[src/lsps_pkg.sv]
// shared types, widths and constants for the line segment point stepper
package lsps_pkg;

    localparam int CoordW   = 13;                 // q5.8 coordinate field
    localparam int MagW     = CoordW;             // magnitude of a coordinate difference
    localparam int SqW      = 2 * MagW;           // one squared magnitude
    localparam int SumW     = SqW + 2;            // sum of two squares, even bit count
    localparam int LenW     = SumW / 2;           // integer square root
    localparam int QuotW    = MagW + 8;           // difference in q.16 and its quotient
    localparam int StepW    = QuotW + 1;          // signed q.16 step
    localparam int AccW     = StepW + 2;          // q.16 point accumulator
    localparam int UnitW    = SumW + 2;           // shared subtractor width
    localparam int IterW    = $clog2(QuotW);
    localparam int SpuW     = 4;
    localparam int SpuReset = 5;
    localparam int InDataW  = 56;
    localparam int OutDataW = 32;
    localparam int OutUserW = 2;

    localparam int MaxStepsDefault = 64;

    typedef enum logic [3:0] {
        SV_IDLE,
        SV_SQ_X,
        SV_SQ_Y,
        SV_SQRT,
        SV_COUNT,
        SV_LOAD_X,
        SV_DIV_X,
        SV_LOAD_Y,
        SV_DIV_Y,
        SV_DONE
    } solve_state_t;

    typedef enum logic [1:0] {
        TS_IDLE,
        TS_SOLVE,
        TS_EMIT
    } top_state_t;

    typedef struct packed {
        logic done;
        logic zero_len;
        logic no_count;
    } solve_status_t;

endpackage

[src/line_segment_point_stepper_unit.sv]
// top level: stream ports, register, point accumulator and result register
// Takes one segment per request and returns its run of points. After a request is
// accepted the solver squares each axis, finds the 14 square-root digits and the
// count, then 21 quotient digits for each axis (root and quotient digits all through
// one shared compare-subtract unit); the n points then leave at one per cycle while
// m_tready is high, n at most MAX_STEPS. A zero-length segment returns one result
// with success low; a segment whose count rounds to zero returns one result with no
// point. s_tready is low from acceptance until the run's last result has been
// loaded into the output register. steps_per_unit is to be written through
// cfg_wr_en and cfg_wr_data only while idle; the block itself does not enforce this.
module line_segment_point_stepper_unit #(
    parameter int MAX_STEPS = lsps_pkg::MaxStepsDefault
) (
    input  logic                            aclk,
    input  logic                            aresetn,
    input  logic                            cfg_wr_en,
    input  logic [lsps_pkg::SpuW-1:0]       cfg_wr_data,   // steps_per_unit
    input  logic                            s_tvalid,
    output logic                            s_tready,
    input  logic [lsps_pkg::InDataW-1:0]    s_tdata,       // start_x, start_y, end_x, end_y
    output logic                            m_tvalid,
    input  logic                            m_tready,
    output logic [lsps_pkg::OutDataW-1:0]   m_tdata,       // point_x, point_y
    output logic [lsps_pkg::OutUserW-1:0]   m_tuser,       // point_valid, success
    output logic                            m_tlast
);

    localparam int CoordW = lsps_pkg::CoordW;
    localparam int StepW  = lsps_pkg::StepW;
    localparam int AccW   = lsps_pkg::AccW;
    localparam int CountW = $clog2(MAX_STEPS + 1);

    lsps_pkg::top_state_t    state_reg, state_next;
    lsps_pkg::solve_status_t solve_status;

    logic [lsps_pkg::SpuW-1:0] spu_reg;
    logic signed [AccW-1:0]    acc_x_reg, acc_y_reg;
    logic [CountW-1:0]         left_reg;
    logic                      special_reg, success_reg;
    logic                      m_valid_reg, m_last_reg, m_point_valid_reg, m_success_reg;
    logic [CoordW-1:0]         m_x_reg, m_y_reg;

    logic                      in_req, out_free;
    logic [CountW-1:0]         solve_count;
    logic signed [StepW-1:0]   solve_step_x, solve_step_y;
    logic signed [AccW-1:0]    acc_x_sum, acc_y_sum, round_x, round_y;
    logic signed [CoordW-1:0]  in_start_x, in_start_y, in_end_x, in_end_y;

    assign in_start_x = s_tdata[CoordW-1:0];
    assign in_start_y = s_tdata[2*CoordW-1:CoordW];
    assign in_end_x   = s_tdata[3*CoordW-1:2*CoordW];
    assign in_end_y   = s_tdata[4*CoordW-1:3*CoordW];

    assign s_tready = (state_reg == lsps_pkg::TS_IDLE);
    assign in_req   = s_tvalid && s_tready;
    assign out_free = !m_valid_reg || m_tready;

    lsps_solver #(
        .MAX_STEPS (MAX_STEPS),
        .CountW    (CountW)
    ) u_solver (
        .aclk           (aclk),
        .aresetn        (aresetn),
        .start          (in_req),
        .start_x        (in_start_x),
        .start_y        (in_start_y),
        .end_x          (in_end_x),
        .end_y          (in_end_y),
        .steps_per_unit (spu_reg),
        .status         (solve_status),
        .count          (solve_count),
        .step_x         (solve_step_x),
        .step_y         (solve_step_y)
    );

    assign acc_x_sum = acc_x_reg + AccW'(solve_step_x);
    assign acc_y_sum = acc_y_reg + AccW'(solve_step_y);
    // q.16 to q.8 with halves rounded up
    assign round_x   = acc_x_sum + AccW'(128);
    assign round_y   = acc_y_sum + AccW'(128);

    always_ff @(posedge aclk) begin
        if (!aresetn) begin
            state_reg   <= lsps_pkg::TS_IDLE;
            spu_reg     <= lsps_pkg::SpuW'(lsps_pkg::SpuReset);
            m_valid_reg <= 1'b0;
        end else begin
            state_reg <= state_next;
            if (cfg_wr_en) begin
                spu_reg <= cfg_wr_data;
            end
            if (state_reg == lsps_pkg::TS_EMIT && out_free) begin
                m_valid_reg <= 1'b1;
            end else if (m_tready) begin
                m_valid_reg <= 1'b0;
            end
        end
    end

    always_comb begin
        state_next = state_reg;
        case (state_reg)
            lsps_pkg::TS_IDLE: begin
                if (in_req) begin
                    state_next = lsps_pkg::TS_SOLVE;
                end
            end
            lsps_pkg::TS_SOLVE: begin
                if (solve_status.done) begin
                    state_next = lsps_pkg::TS_EMIT;
                end
            end
            lsps_pkg::TS_EMIT: begin
                if (out_free && (special_reg || left_reg == CountW'(1))) begin
                    state_next = lsps_pkg::TS_IDLE;
                end
            end
            default: state_next = lsps_pkg::TS_IDLE;
        endcase
    end

    always_ff @(posedge aclk) begin
        if (in_req) begin
            acc_x_reg <= AccW'({in_start_x, 8'b0});
            acc_y_reg <= AccW'({in_start_y, 8'b0});
        end
        if (state_reg == lsps_pkg::TS_SOLVE && solve_status.done) begin
            special_reg <= solve_status.zero_len || solve_status.no_count;
            success_reg <= !solve_status.zero_len;
            left_reg    <= solve_count;
        end
        if (state_reg == lsps_pkg::TS_EMIT && out_free) begin
            if (special_reg) begin
                m_x_reg           <= '0;
                m_y_reg           <= '0;
                m_point_valid_reg <= 1'b0;
                m_success_reg     <= success_reg;
                m_last_reg        <= 1'b1;
            end else begin
                acc_x_reg         <= acc_x_sum;
                acc_y_reg         <= acc_y_sum;
                left_reg          <= left_reg - 1'b1;
                m_x_reg           <= round_x[CoordW+7:8];
                m_y_reg           <= round_y[CoordW+7:8];
                m_point_valid_reg <= 1'b1;
                m_success_reg     <= 1'b1;
                m_last_reg        <= (left_reg == CountW'(1));
            end
        end
    end

    assign m_tvalid = m_valid_reg;
    assign m_tdata  = lsps_pkg::OutDataW'({m_y_reg, m_x_reg});
    assign m_tuser  = {m_success_reg, m_point_valid_reg};
    assign m_tlast  = m_last_reg;

endmodule

[src/lsps_solver.sv]
// iterative solver: squared length, integer square root, step count and step vector
module lsps_solver #(
    parameter int MAX_STEPS = lsps_pkg::MaxStepsDefault,
    parameter int CountW    = $clog2(MAX_STEPS + 1)
) (
    input  logic                                aclk,
    input  logic                                aresetn,
    input  logic                                start,
    input  logic signed [lsps_pkg::CoordW-1:0]  start_x,
    input  logic signed [lsps_pkg::CoordW-1:0]  start_y,
    input  logic signed [lsps_pkg::CoordW-1:0]  end_x,
    input  logic signed [lsps_pkg::CoordW-1:0]  end_y,
    input  logic [lsps_pkg::SpuW-1:0]           steps_per_unit,
    output lsps_pkg::solve_status_t             status,
    output logic [CountW-1:0]                   count,
    output logic signed [lsps_pkg::StepW-1:0]   step_x,
    output logic signed [lsps_pkg::StepW-1:0]   step_y
);

    localparam int CoordW = lsps_pkg::CoordW;
    localparam int MagW   = lsps_pkg::MagW;
    localparam int SqW    = lsps_pkg::SqW;
    localparam int SumW   = lsps_pkg::SumW;
    localparam int LenW   = lsps_pkg::LenW;
    localparam int QuotW  = lsps_pkg::QuotW;
    localparam int StepW  = lsps_pkg::StepW;
    localparam int UnitW  = lsps_pkg::UnitW;
    localparam int IterW  = lsps_pkg::IterW;
    localparam int SpuW   = lsps_pkg::SpuW;
    localparam int RoundW = LenW + 1;
    localparam int UnitsW = RoundW - 8;
    localparam int ProdW  = UnitsW + SpuW;

    lsps_pkg::solve_state_t state_reg, state_next;

    logic [MagW-1:0]         adx_reg, ady_reg;
    logic                    neg_x_reg, neg_y_reg;
    logic [SumW-1:0]         sum_reg;
    logic [SumW-1:0]         root_reg;
    logic [SumW-1:0]         bit_reg;
    logic [IterW-1:0]        iter_reg;
    logic [QuotW-1:0]        dvd_reg;
    logic [CountW-1:0]       rem_reg;
    logic [CountW-1:0]       count_reg;
    logic signed [StepW-1:0] step_x_reg, step_y_reg;
    logic                    zero_len_reg, no_count_reg;

    logic signed [CoordW:0]  dx, dy;
    logic [MagW-1:0]         mul_op;
    logic [SqW-1:0]          square;
    logic [UnitW-1:0]        unit_a, unit_b, unit_diff;
    logic                    unit_ge;
    logic [CountW:0]         rem_shift;
    logic [QuotW-1:0]        quot_next;
    logic [RoundW-1:0]       len_round;
    logic [UnitsW-1:0]       units;
    logic [ProdW-1:0]        raw_count;
    logic signed [StepW-1:0] quot_signed;

    assign dx = {end_x[CoordW-1], end_x} - {start_x[CoordW-1], start_x};
    assign dy = {end_y[CoordW-1], end_y} - {start_y[CoordW-1], start_y};

    // one multiplier squares both magnitudes in turn
    assign mul_op = (state_reg == lsps_pkg::SV_SQ_X) ? adx_reg : ady_reg;
    assign square = mul_op * mul_op;

    assign rem_shift = {rem_reg, dvd_reg[QuotW-1]};

    // shared compare-subtract for root and quotient digits
    always_comb begin
        if (state_reg == lsps_pkg::SV_SQRT) begin
            unit_a = UnitW'(sum_reg);
            unit_b = UnitW'(root_reg) + UnitW'(bit_reg);
        end else begin
            unit_a = UnitW'(rem_shift);
            unit_b = UnitW'(count_reg);
        end
        unit_diff = unit_a - unit_b;
        unit_ge   = ~unit_diff[UnitW-1];
    end

    assign quot_next   = {dvd_reg[QuotW-2:0], unit_ge};
    assign quot_signed = StepW'({1'b0, quot_next});

    assign len_round = RoundW'(root_reg[LenW-1:0]) + RoundW'(128);
    assign units     = len_round[RoundW-1:8];
    assign raw_count = ProdW'(units) * ProdW'(steps_per_unit);

    always_ff @(posedge aclk) begin
        if (!aresetn) begin
            state_reg <= lsps_pkg::SV_IDLE;
        end else begin
            state_reg <= state_next;
        end
    end

    always_comb begin
        state_next = state_reg;
        case (state_reg)
            lsps_pkg::SV_IDLE: begin
                if (start) begin
                    state_next = (dx == '0 && dy == '0) ? lsps_pkg::SV_DONE
                                                         : lsps_pkg::SV_SQ_X;
                end
            end
            lsps_pkg::SV_SQ_X:   state_next = lsps_pkg::SV_SQ_Y;
            lsps_pkg::SV_SQ_Y:   state_next = lsps_pkg::SV_SQRT;
            lsps_pkg::SV_SQRT: begin
                if (iter_reg == IterW'(LenW - 1)) begin
                    state_next = lsps_pkg::SV_COUNT;
                end
            end
            lsps_pkg::SV_COUNT: begin
                state_next = (raw_count == '0) ? lsps_pkg::SV_DONE : lsps_pkg::SV_LOAD_X;
            end
            lsps_pkg::SV_LOAD_X: state_next = lsps_pkg::SV_DIV_X;
            lsps_pkg::SV_DIV_X: begin
                if (iter_reg == IterW'(QuotW - 1)) begin
                    state_next = lsps_pkg::SV_LOAD_Y;
                end
            end
            lsps_pkg::SV_LOAD_Y: state_next = lsps_pkg::SV_DIV_Y;
            lsps_pkg::SV_DIV_Y: begin
                if (iter_reg == IterW'(QuotW - 1)) begin
                    state_next = lsps_pkg::SV_DONE;
                end
            end
            lsps_pkg::SV_DONE:   state_next = lsps_pkg::SV_IDLE;
            default:             state_next = lsps_pkg::SV_IDLE;
        endcase
    end

    always_ff @(posedge aclk) begin
        case (state_reg)
            lsps_pkg::SV_IDLE: begin
                adx_reg      <= dx[CoordW] ? MagW'(-dx) : MagW'(dx);
                ady_reg      <= dy[CoordW] ? MagW'(-dy) : MagW'(dy);
                neg_x_reg    <= dx[CoordW];
                neg_y_reg    <= dy[CoordW];
                zero_len_reg <= (dx == '0 && dy == '0);
                no_count_reg <= 1'b0;
            end
            lsps_pkg::SV_SQ_X: begin
                sum_reg <= SumW'(square);
            end
            lsps_pkg::SV_SQ_Y: begin
                sum_reg  <= sum_reg + SumW'(square);
                root_reg <= '0;
                bit_reg  <= SumW'(1) << (SumW - 2);
                iter_reg <= '0;
            end
            lsps_pkg::SV_SQRT: begin
                if (unit_ge) begin
                    sum_reg  <= unit_diff[SumW-1:0];
                    root_reg <= (root_reg >> 1) + bit_reg;
                end else begin
                    root_reg <= root_reg >> 1;
                end
                bit_reg  <= bit_reg >> 2;
                iter_reg <= iter_reg + 1'b1;
            end
            lsps_pkg::SV_COUNT: begin
                no_count_reg <= (raw_count == '0);
                count_reg    <= (raw_count > ProdW'(MAX_STEPS)) ? CountW'(MAX_STEPS)
                                                                : CountW'(raw_count);
            end
            lsps_pkg::SV_LOAD_X, lsps_pkg::SV_LOAD_Y: begin
                dvd_reg  <= (state_reg == lsps_pkg::SV_LOAD_X) ? {adx_reg, 8'b0}
                                                               : {ady_reg, 8'b0};
                rem_reg  <= '0;
                iter_reg <= '0;
            end
            lsps_pkg::SV_DIV_X, lsps_pkg::SV_DIV_Y: begin
                rem_reg  <= unit_ge ? unit_diff[CountW-1:0] : rem_shift[CountW-1:0];
                dvd_reg  <= quot_next;
                iter_reg <= iter_reg + 1'b1;
                if (iter_reg == IterW'(QuotW - 1)) begin
                    if (state_reg == lsps_pkg::SV_DIV_X) begin
                        step_x_reg <= neg_x_reg ? -quot_signed : quot_signed;
                    end else begin
                        step_y_reg <= neg_y_reg ? -quot_signed : quot_signed;
                    end
                end
            end
            default: begin
            end
        endcase
    end

    assign status.done     = (state_reg == lsps_pkg::SV_DONE);
    assign status.zero_len = zero_len_reg;
    assign status.no_count = no_count_reg;
    assign count           = count_reg;
    assign step_x          = step_x_reg;
    assign step_y          = step_y_reg;

endmodule

[config.mk]
export PLATFORM = sky130hd
export DESIGN_NAME = line_segment_point_stepper_unit
export DESIGN_NICKNAME = d
export VERILOG_FILES = /design/src/lsps_pkg.sv /design/src/line_segment_point_stepper_unit.sv /design/src/lsps_solver.sv
export SDC_FILE = /design/constraint.sdc
export NUM_CORES = 1
export LEC_CHECK = 0
export BUFFER_PORTS_ARGS = -buffer_cell sky130_fd_sc_hd__buf_2
export CAP_MARGIN = 20
export CELL_PAD_IN_SITES_DETAIL_PLACEMENT = 1
export CELL_PAD_IN_SITES_GLOBAL_PLACEMENT = 1
export CORE_MARGIN = 4
export CORE_UTILIZATION = 50
export CTS_CLUSTER_DIAMETER = 200
export DETAILED_ROUTE_END_ITERATION = 6
export PLACE_DENSITY_LB_ADDON = 0.12
export SLEW_MARGIN = 40
export SYNTH_ARGS = -nofsm -noshare
export SYNTH_HDL_FRONTEND = slang
export SYNTH_SLANG_ARGS = --single-unit
[constraint.sdc]
create_clock -name aclk -period 10.6 [get_ports aclk]
set_clock_uncertainty 0.15 [all_clocks]
set_input_delay 1.06 -clock aclk [delete_from_list [all_inputs] [get_ports aclk]]
set_output_delay 1.06 -clock aclk [all_outputs]
set_load 0.02 [all_outputs]
==> results.py, run 1 <==
metrics = {
    "status": {
        "status": "finished, final reports clean",
    },
    "yosys": {
        "muxShareOfSynthArea_pct": 2.037,
        "syn-cell-area_mm2": 0.02568,
        "synth-simple-area-share_pct": 16.94,
        "synth_cell_type_count": 99,
        "synth_compound_area_share_pct": 16.40,
        "synth_top_family_by_area": "adder cells",
        "synthArstFlopShare_pct": 0,
        "synth_xor_area_share_pct": 8.732,
        "synthFlopType": "edfxtp_1",
        "syn-instance-count": 2874,
        "post-synth-top-area-cell": "edfxtp_1",
        "synth_fa_ha_area_share_pct": 20.52,
        "synth.area.top_cells": "edfxtp_1, ha_1, fa_1, xnor2_1, dfxtp_1",
        "synth_edf_count": 213,
        "avgSynthCellArea_um2": 8.934,
        "synth_top_area_share_pct": 24.91,
        "synth_warnings": 0,
        "synth_seq_cells": 273,
        "synth-seq-area-share_pct": 29.59,
    },
    "placed_design": {
        "place.gp.congestion": 0.9256,
        "port_buffers": 91,
        "dpl_cell_area_mm2": 0.02689,
        "dp_hpwl_um": 56340,
    },
    "clock_network": {
        "cts-root-buf": "clkbuf_16",
        "clk_pin_slew_worst_paths_ns": 0.06,
        "clock-sinks": 273,
        "cts_tree": "built",
        "post_cts_buffers": 0,
        "cts-buffers-inserted": 35,
        "cts_buffer_depth": 3,
        "ctsHoldBuffers": 0,
        "h-tree-depth": 2,
        "post_cts_resize_count": 0,
        "clock_latency_ns": 0.56,
    },
    "detailed_routing": {
        "wire_per_inst_um": 19.71,
        "drt_iter0_drc": 1084,
        "drt_wl_total_um": 71810,
        "vias_per_cell": 5.740,
        "ant_nets": 0,
        "vias": 20920,
        "firstDrtPassIters": 5,
        "drc": 0,
    },
    "finish": {
        "fin_nets": 3364,
        "final_common_cell": "nand2_1",
        "drive_gt1_share_pct": 8.816,
        "synthToLayoutAreaGrowth_pct": 9.180,
        "final_cell_mix": "nand2_1, inv_1, ha_1",
        "diodes": 0,
        "fillers": 5907,
        "final_cell_area_mm2": 0.02803,
    },
    "global_route": {
        "antenna_found_initial": 3,
        "grt_pass1_wl_um": 116700,
        "grtUsageTotal_pct": 25.44,
        "grt_overflow": 0,
        "grt_pass1_vias": 22400,
        "grt_max_degree": 90,
    },
    "worst_setup_path": {
        "worst-path-max-fanout": 17,
        "crit_type": "reg -> reg",
        "reg2reg_from": "u_solver.state_reg[1]$_SDFFE_PN0P_",
        "arrival_ns": 9.49,
        "reg2reg_depth": 31,
        "critical_path_buf_inv_count": 5,
        "cpMostUsedCell": "fa_1",
        "crit_required_ns": 10.75,
        "r2r_setup_slack_ns": 1.26,
        "r2r_end": "u_solver.sum_reg[26]$_DFFE_PP_",
        "worst_path_dominant_cell_family": "adder cells",
        "worst_path_max_delay_cell": "fa_1",
        "start_kind": "flop",
        "cp-end-kind": "flop",
        "critPathMaxStageDelay_ns": 0.56,
    },
    "timing": {
        "fmax_ghz": 0.1071,
        "timing.final.crit_share_pct": 88.11,
        "finalCriticalPeriod_ns": 9.340,
        "finalSetupViolCount": 0,
        "hold_viol_final": 0,
        "rsz0062_at_grt": "false",
        "worstMarginPinSlew_ns": 0.8362,
        "max-slew-margin-rel_pct": 43.99,
        "maxSlewViolCount": 0,
        "tns_ns": 0,
    },
    "floorplan": {
        "io_pins": 102,
        "start_util_pct": 50.87,
        "core-area_mm2": 0.05048,
        "dieArea_mm2": 0.05504,
        "die_h_um": 234.6,
        "rows": 82,
        "die_w_um": 234.6,
    },
    "flow_run": {
        "maxCapViolations": 0,
    },
    "worst_hold_path": {
        "hold_path_class": "reg -> reg",
        "holdPathStages": 2,
        "hold_path_end": "acc_x_reg[4]$_DFF_P_",
        "hp-start": "acc_x_reg[4]$_DFF_P_",
    },
}
[final cells by class]
cell class | count | area, µm² | share of cell area [%]
sequential | 273 | 7597 | 27.10
multi-input combinational | 2223 | 16670 | 59.45
clock inverter | 19 | 183.9 | 0.6561
tap | 672 | 840.8 | 2.999
clock buffer | 45 | 953.4 | 3.401
inverter | 287 | 1077 | 3.843
timing repair buffer | 125 | 714.4 | 2.548
[cells by family (layout without fill, tap and decap cells)]
family / after synthesis / after routing
adder cells (fa/ha/maj): 354 / 354
AO/OA/AOI/OAI: 646 / 646
buffers and inverters: 383 / 476
flip-flops: 273 / 273
AND/OR/NAND/NOR: 910 / 910
other: 1 / 6
multiplexers: 51 / 51
XOR/XNOR: 256 / 256
[per-layer routing]
layer,wire length (µm),GRT usage (%)
met2,34740,44.15
met4,2070,7.322
met5,36,0
met3,2803,3.858
met1,32160,33.11
[worst max path at each step]
stage,startpoint,end,slack (ns),cells after the start
global route,u_solver.state_reg[1]$_SDFFE_PN0P_,u_solver.sum_reg[26]$_DFFE_PP_,0.73,31
floorplan,u_solver.state_reg[0]$_SDFFE_PN0P_,u_solver.sum_reg[26]$_DFFE_PP_,1.90,33
global placement,u_solver.state_reg[1]$_SDFFE_PN0P_,u_solver.sum_reg[26]$_DFFE_PP_,1.51,31
CTS,u_solver.state_reg[1]$_SDFFE_PN0P_,u_solver.sum_reg[26]$_DFFE_PP_,1.27,31
detailed placement,u_solver.state_reg[1]$_SDFFE_PN0P_,u_solver.sum_reg[26]$_DFFE_PP_,1.31,31
finish,u_solver.state_reg[1]$_SDFFE_PN0P_,u_solver.sum_reg[26]$_DFFE_PP_,1.26,31
[synth_stat cells, drive strengths merged, types with 56 or more instances]
cell,number
xnor2,170
dfxtp,60
nand2,304
a21oi,158
and2,62
nand3,56
edfxtp,213
xor2,86
o21ai,191
nor2,235
inv,283
clkbuf,68
ha,242
fa,112
[worst register-to-register path: cells and delay by family (launching register included)]
| kind | cells | cell delay (ns) |
|---|---|---|
| adder cells (fa/ha/maj) | 7 | 3.09 |
| AND/OR/NAND/NOR | 5 | 1.45 |
| buffers and inverters | 5 | 0.89 |
| multiplexers | 1 | 0.35 |
| flip-flops | 1 | 0.49 |
| AO/OA/AOI/OAI | 11 | 2.31 |
| XOR/XNOR | 2 | 0.37 |
[metrics by stage]
step | utilization [%] | hold slack [ns] | setup WS [ns] | std cells
6_report | 55.54 | 0.3130 | 1.260 | 3644
5_1_grt | 55.54 | 0.3355 | 0.7324 | 3644
4_1_cts | 55.53 | 0.3175 | 1.271 | 3644
3_5_place_dp | 53.28 | 0.3097 | 1.306 | 3580
3_3_place_gp | 53.27 | 0.3010 | 1.513 | 3580
2_1_floorplan | - | 0.2837 | 1.903 | 2879
Power of run 1 is left out: the tool's default activity adds up to more than one toggle a clock period on the data nets, which glitch-free logic cannot reach.
==> run 2: changes to the inputs <==
--- a/config.mk
+++ b/config.mk
@@ -5,13 +5,12 @@
 export SDC_FILE = /design/constraint.sdc
 export NUM_CORES = 1
 export LEC_CHECK = 0
-export BUFFER_PORTS_ARGS = -buffer_cell sky130_fd_sc_hd__buf_2
+export BUFFER_PORTS_ARGS = -buffer_cell sky130_fd_sc_hd__buf_4
 export CAP_MARGIN = 20
 export CELL_PAD_IN_SITES_DETAIL_PLACEMENT = 1
 export CELL_PAD_IN_SITES_GLOBAL_PLACEMENT = 1
 export CORE_MARGIN = 4
 export CORE_UTILIZATION = 50
-export CTS_CLUSTER_DIAMETER = 200
 export DETAILED_ROUTE_END_ITERATION = 6
 export PLACE_DENSITY_LB_ADDON = 0.12
 export SLEW_MARGIN = 40
==> run 2 against run 1 <==
Critical path depth rose by 1. Worst setup slack got worse by 0.086 ns. First-iteration DRC count fell by 1.1%. Utilization rose by 0.31 points. Die area did not move. Highest routed layer is now met4. Flip-flop and latch count did not move. Critical endpoint unchanged.
==> results.py, run 2 (synthesis results as in run 1) <==
metrics = {
    "clock_network": {
        "ctsHoldBuffers": 0,
        "clock-sinks": 273,
        "post_cts_resize_count": 0,
        "cts_buffer_depth": 3,
        "clk_pin_slew_worst_paths_ns": 0.06,
        "post_cts_buffers": 0,
        "clock_latency_ns": 0.54,
        "cts-buffers-inserted": 35,
        "cts_tree": "built",
        "cts-root-buf": "clkbuf_16",
        "h-tree-depth": 2,
    },
    "global_route": {
        "grtUsageTotal_pct": 26.13,
        "antenna_found_initial": 0,
        "grt_pass1_vias": 22510,
        "grt_overflow": 0,
        "grt_pass1_wl_um": 119500,
        "grt_max_degree": 90,
    },
    "worst_setup_path": {
        "crit_required_ns": 10.74,
        "arrival_ns": 9.56,
        "worst_path_max_delay_cell": "fa_1",
        "worst_path_dominant_cell_family": "adder cells",
        "start_kind": "flop",
        "critical_path_buf_inv_count": 6,
        "cp-end-kind": "flop",
        "cpMostUsedCell": "fa_1",
        "crit_type": "reg -> reg",
        "r2r_setup_slack_ns": 1.17,
        "critPathMaxStageDelay_ns": 0.56,
        "worst-path-max-fanout": 17,
    },
    "timing": {
        "hold_viol_final": 0,
        "fmax_ghz": 0.1061,
        "timing.final.crit_share_pct": 88.92,
        "rsz0062_at_grt": "false",
        "finalSetupViolCount": 0,
        "max-slew-margin-rel_pct": 44.35,
        "finalCriticalPeriod_ns": 9.426,
        "worstMarginPinSlew_ns": 0.8115,
        "tns_ns": 0,
        "maxSlewViolCount": 0,
        "hold_ws_ns": 0.3132,
    },
    "status": {
        "status": "finished, final reports clean",
    },
    "detailed_routing": {
        "vias": 21190,
        "ant_nets": 0,
        "drt_iter0_drc": 1072,
        "firstDrtPassIters": 5,
        "drc": 0,
        "drt_wl_total_um": 73860,
        "vias_per_cell": 5.822,
        "wire_per_inst_um": 20.30,
    },
    "worst_hold_path": {
        "hold_path_class": "reg -> reg",
    },
    "floorplan": {
        "core-area_mm2": 0.05048,
        "die_h_um": 234.6,
        "rows": 82,
        "die_w_um": 234.6,
        "start_util_pct": 50.87,
        "io_pins": 102,
        "dieArea_mm2": 0.05504,
    },
    "placed_design": {
        "place.gp.congestion": 0.9214,
        "port_buffers": 91,
        "dpl_cell_area_mm2": 0.02710,
        "dp_hpwl_um": 57440,
    },
    "finish": {
        "final_common_cell": "nand2_1",
        "fin_nets": 3361,
        "synthToLayoutAreaGrowth_pct": 9.799,
        "diodes": 0,
        "final_cell_mix": "nand2_1, inv_1, ha_1",
        "final_cell_area_mm2": 0.02819,
        "drive_gt1_share_pct": 8.460,
        "final_util_pct": 55.85,
    },
    "flow_run": {
        "maxCapViolations": 0,
    },
}
==> run 2: worst min-delay path, cell delays in order, from the launching register on <==
cell     delay (ns)
dfxtp_1        0.32
nand3_1        0.06
nand2_1        0.04
==> run 2: per-stage QoR <==
step	instances	worst slack [ns]
global placement	3577	1.436
detailed placement	3577	1.281
global route	3639	0.5874
CTS	3639	1.197
finish	3639	1.174
floorplan	2879	1.903
==> run 2: final timing paths <==
path,startpoint,endpoint,cells past startpoint
worst min register to register,acc_x_reg[4]$_DFF_P_,acc_x_reg[4]$_DFF_P_,2
worst max-delay path,u_solver.state_reg[1]$_SDFFE_PN0P_,u_solver.sum_reg[26]$_DFFE_PP_,32
worst min-delay path,acc_x_reg[4]$_DFF_P_,acc_x_reg[4]$_DFF_P_,2
worst max register to register,u_solver.state_reg[1]$_SDFFE_PN0P_,u_solver.sum_reg[26]$_DFFE_PP_,32
==> run 2: metal layers <==
layer | GRT usage [%] | part of all wire [%] | vias up
met5 | 0 | 0 | -
met4 | 6.248 | 2.2 | 0
met3 | 2.826 | 3.2 | 96
met2 | 46.33 | 50 | 337
met1 | 34.45 | 45 | 10610
li1 | - | - | 10140
==> run 2: area by class of cell <==
class | count | area, µm²
clock inverters | 17 | 165.2
multi-input cells | 2223 | 16670
clock buffers | 45 | 923.4
inverters | 287 | 1080
repair buffers | 122 | 919.6
well taps | 672 | 840.8
fillers | 5937 | 22290
flip-flops and latches | 273 | 7597
Power of run 2 is left out for the same reason.
==> run 3: changes to the inputs <==
==> constraint.sdc (replaced) <==
create_clock -name aclk -period 10.6 [get_ports aclk]
set_clock_uncertainty 0.15 [all_clocks]
set_input_delay 0 -clock aclk [delete_from_list [all_inputs] [get_ports aclk]]
set_output_delay 0 -clock aclk [all_outputs]
set_load 0.02 [all_outputs]
==> run 3 against run 2 <==
Critical path depth down 1. Worst setup slack better by 0.19 ns. Sequential share of layout area down 0.60 points. Hold slack worse by 0.27 ns. Utilization up 1.3 points. Design area up 2.3%. Largest cell class unchanged. Highest routed layer is now met5.
==> results.py, run 3 (synthesis results as in run 1) <==
metrics = {
    "finish": {
        "multi_input_area_mm2": 0.01667,
        "fillers": 5903,
        "fin_nets": 3416,
        "final_cell_area_mm2": 0.02884,
        "final_common_cell": "nand2_1",
        "final_cell_mix": "nand2_1, inv_1, ha_1",
        "final_util_pct": 57.13,
        "synthToLayoutAreaGrowth_pct": 12.30,
        "drive_gt1_share_pct": 8.697,
        "register_area_mm2": 0.007597,
    },
    "worst_setup_path": {
        "start_kind": "flop",
        "cpMostUsedCell": "fa_1",
        "worst-path-max-fanout": 17,
        "crit_start": "u_solver.state_reg[1]$_SDFFE_PN0P_",
        "critPathMaxStageDelay_ns": 0.54,
        "crit_required_ns": 10.75,
        "crit_type": "reg -> reg",
        "arrival_ns": 9.39,
        "cp-end-kind": "flop",
        "reg2reg_from": "u_solver.state_reg[1]$_SDFFE_PN0P_",
        "worst_path_max_delay_cell": "fa_1",
    },
    "timing": {
        "rsz0062_at_grt": "false",
        "tns_ns": 0,
        "finalSetupViolCount": 0,
        "fmax_ghz": 0.1082,
        "worstMarginPinSlew_ns": 0.8321,
        "timing.final.crit_share_pct": 87.16,
        "max-slew-margin-rel_pct": 44.27,
        "maxSlewViolCount": 0,
        "hold_viol_final": 0,
        "finalCriticalPeriod_ns": 9.239,
    },
    "clock_network": {
        "post_cts_resize_count": 0,
        "clock_latency_ns": 0.56,
        "clock-sinks": 273,
        "ctsHoldBuffers": 52,
        "post_cts_buffers": 0,
        "cts_buffer_depth": 3,
        "cts_tree": "built",
        "clk_pin_slew_worst_paths_ns": 0.06,
        "h-tree-depth": 2,
        "cts-buffers-inserted": 35,
        "cts-root-buf": "clkbuf_16",
    },
    "placed_design": {
        "place.gp.congestion": 0.8914,
        "dpl_cell_area_mm2": 0.02712,
        "port_buffers": 91,
        "dp_hpwl_um": 57080,
    },
    "floorplan": {
        "io_pins": 102,
        "start_util_pct": 50.87,
        "dieArea_mm2": 0.05504,
        "rows": 82,
        "core-area_mm2": 0.05048,
        "die_w_um": 234.6,
        "die_h_um": 234.6,
    },
    "status": {
        "status": "finished, final reports clean",
    },
    "worst_hold_path": {
        "hold_path_class": "in -> reg",
        "hp-start": "s_tdata[48]",
    },
    "detailed_routing": {
        "vias": 21320,
        "ant_nets": 0,
        "drc": 0,
        "drt_wl_total_um": 74280,
        "drt_iter0_drc": 1267,
        "firstDrtPassIters": 5,
        "wire_per_inst_um": 20.09,
        "vias_per_cell": 5.768,
    },
    "global_route": {
        "grtUsageTotal_pct": 26.46,
        "antenna_found_initial": 4,
        "grt_max_degree": 91,
        "grt_pass1_vias": 22850,
        "grt_overflow": 0,
        "grt_pass1_wl_um": 121000,
    },
    "flow_run": {
        "maxCapViolations": 0,
    },
}
## run 3: cell types whose count changed in the layout (fill, tap and decap cells not counted), moves of 2 or more
cell | before | now
clkinv_1 | 10 | 4
dlygate4sd3_1 | 0 | 52
buf_4 | 121 | 124
clkinv_2 | 4 | 6
clkinvlp_4 | 2 | 4
## run 3: metrics by stage
step	std cells	setup WS [ns]	hold WS (ns)
after CTS	3696	1.375	0.01988
after global routing	3697	0.8332	0.06023
after floorplan	2879	1.903	-0.02150
after global placement	3580	1.640	0.07274
final	3697	1.361	0.04662
after detailed placement	3580	1.416	0.08415
## run 3: path summary, 6_finish.rpt
path,endpoint,slack (ns),depth (start not counted)
max,u_solver.sum_reg[26]$_DFFE_PP_,1.36,31
min,u_solver.ady_reg[9]$_DFFE_PP_,0.05,4
max reg2reg,u_solver.sum_reg[26]$_DFFE_PP_,1.36,31
min reg2reg,acc_y_reg[0]$_DFF_P_,0.32,2
## run 3: final cells by class
type / count / share of cell area [%]
antenna: 1 / 0.008678
clock buffer: 45 / 3.237
clock inverter: 19 / 0.8851
inverter: 287 / 3.736
multi-input combinational: 2223 / 57.80
sequential: 273 / 26.35
tap: 672 / 2.916
timing repair buffer: 177 / 5.072
## run 3: critical path, delay by kind of cell, from the launching register on
kind                     cells  cell delay, ns
XOR/XNOR                     2            0.35
buffers and inverters        5            0.88
adder cells (fa/ha/maj)      7            3.08
flip-flops                   1            0.49
AND/OR/NAND/NOR              5            1.41
AO/OA/AOI/OAI               11            2.31
multiplexers                 1            0.33
## run 3: layer usage
metal	vias up	global-route usage, %	share of wire [%]
li1	10260	-	-
met1	10540	34.78	45
met2	410	46.27	49
met3	109	3.506	3.9
met4	4	6.874	2.7
met5	-	0	0.036
Power of run 3 is left out for the same reason.
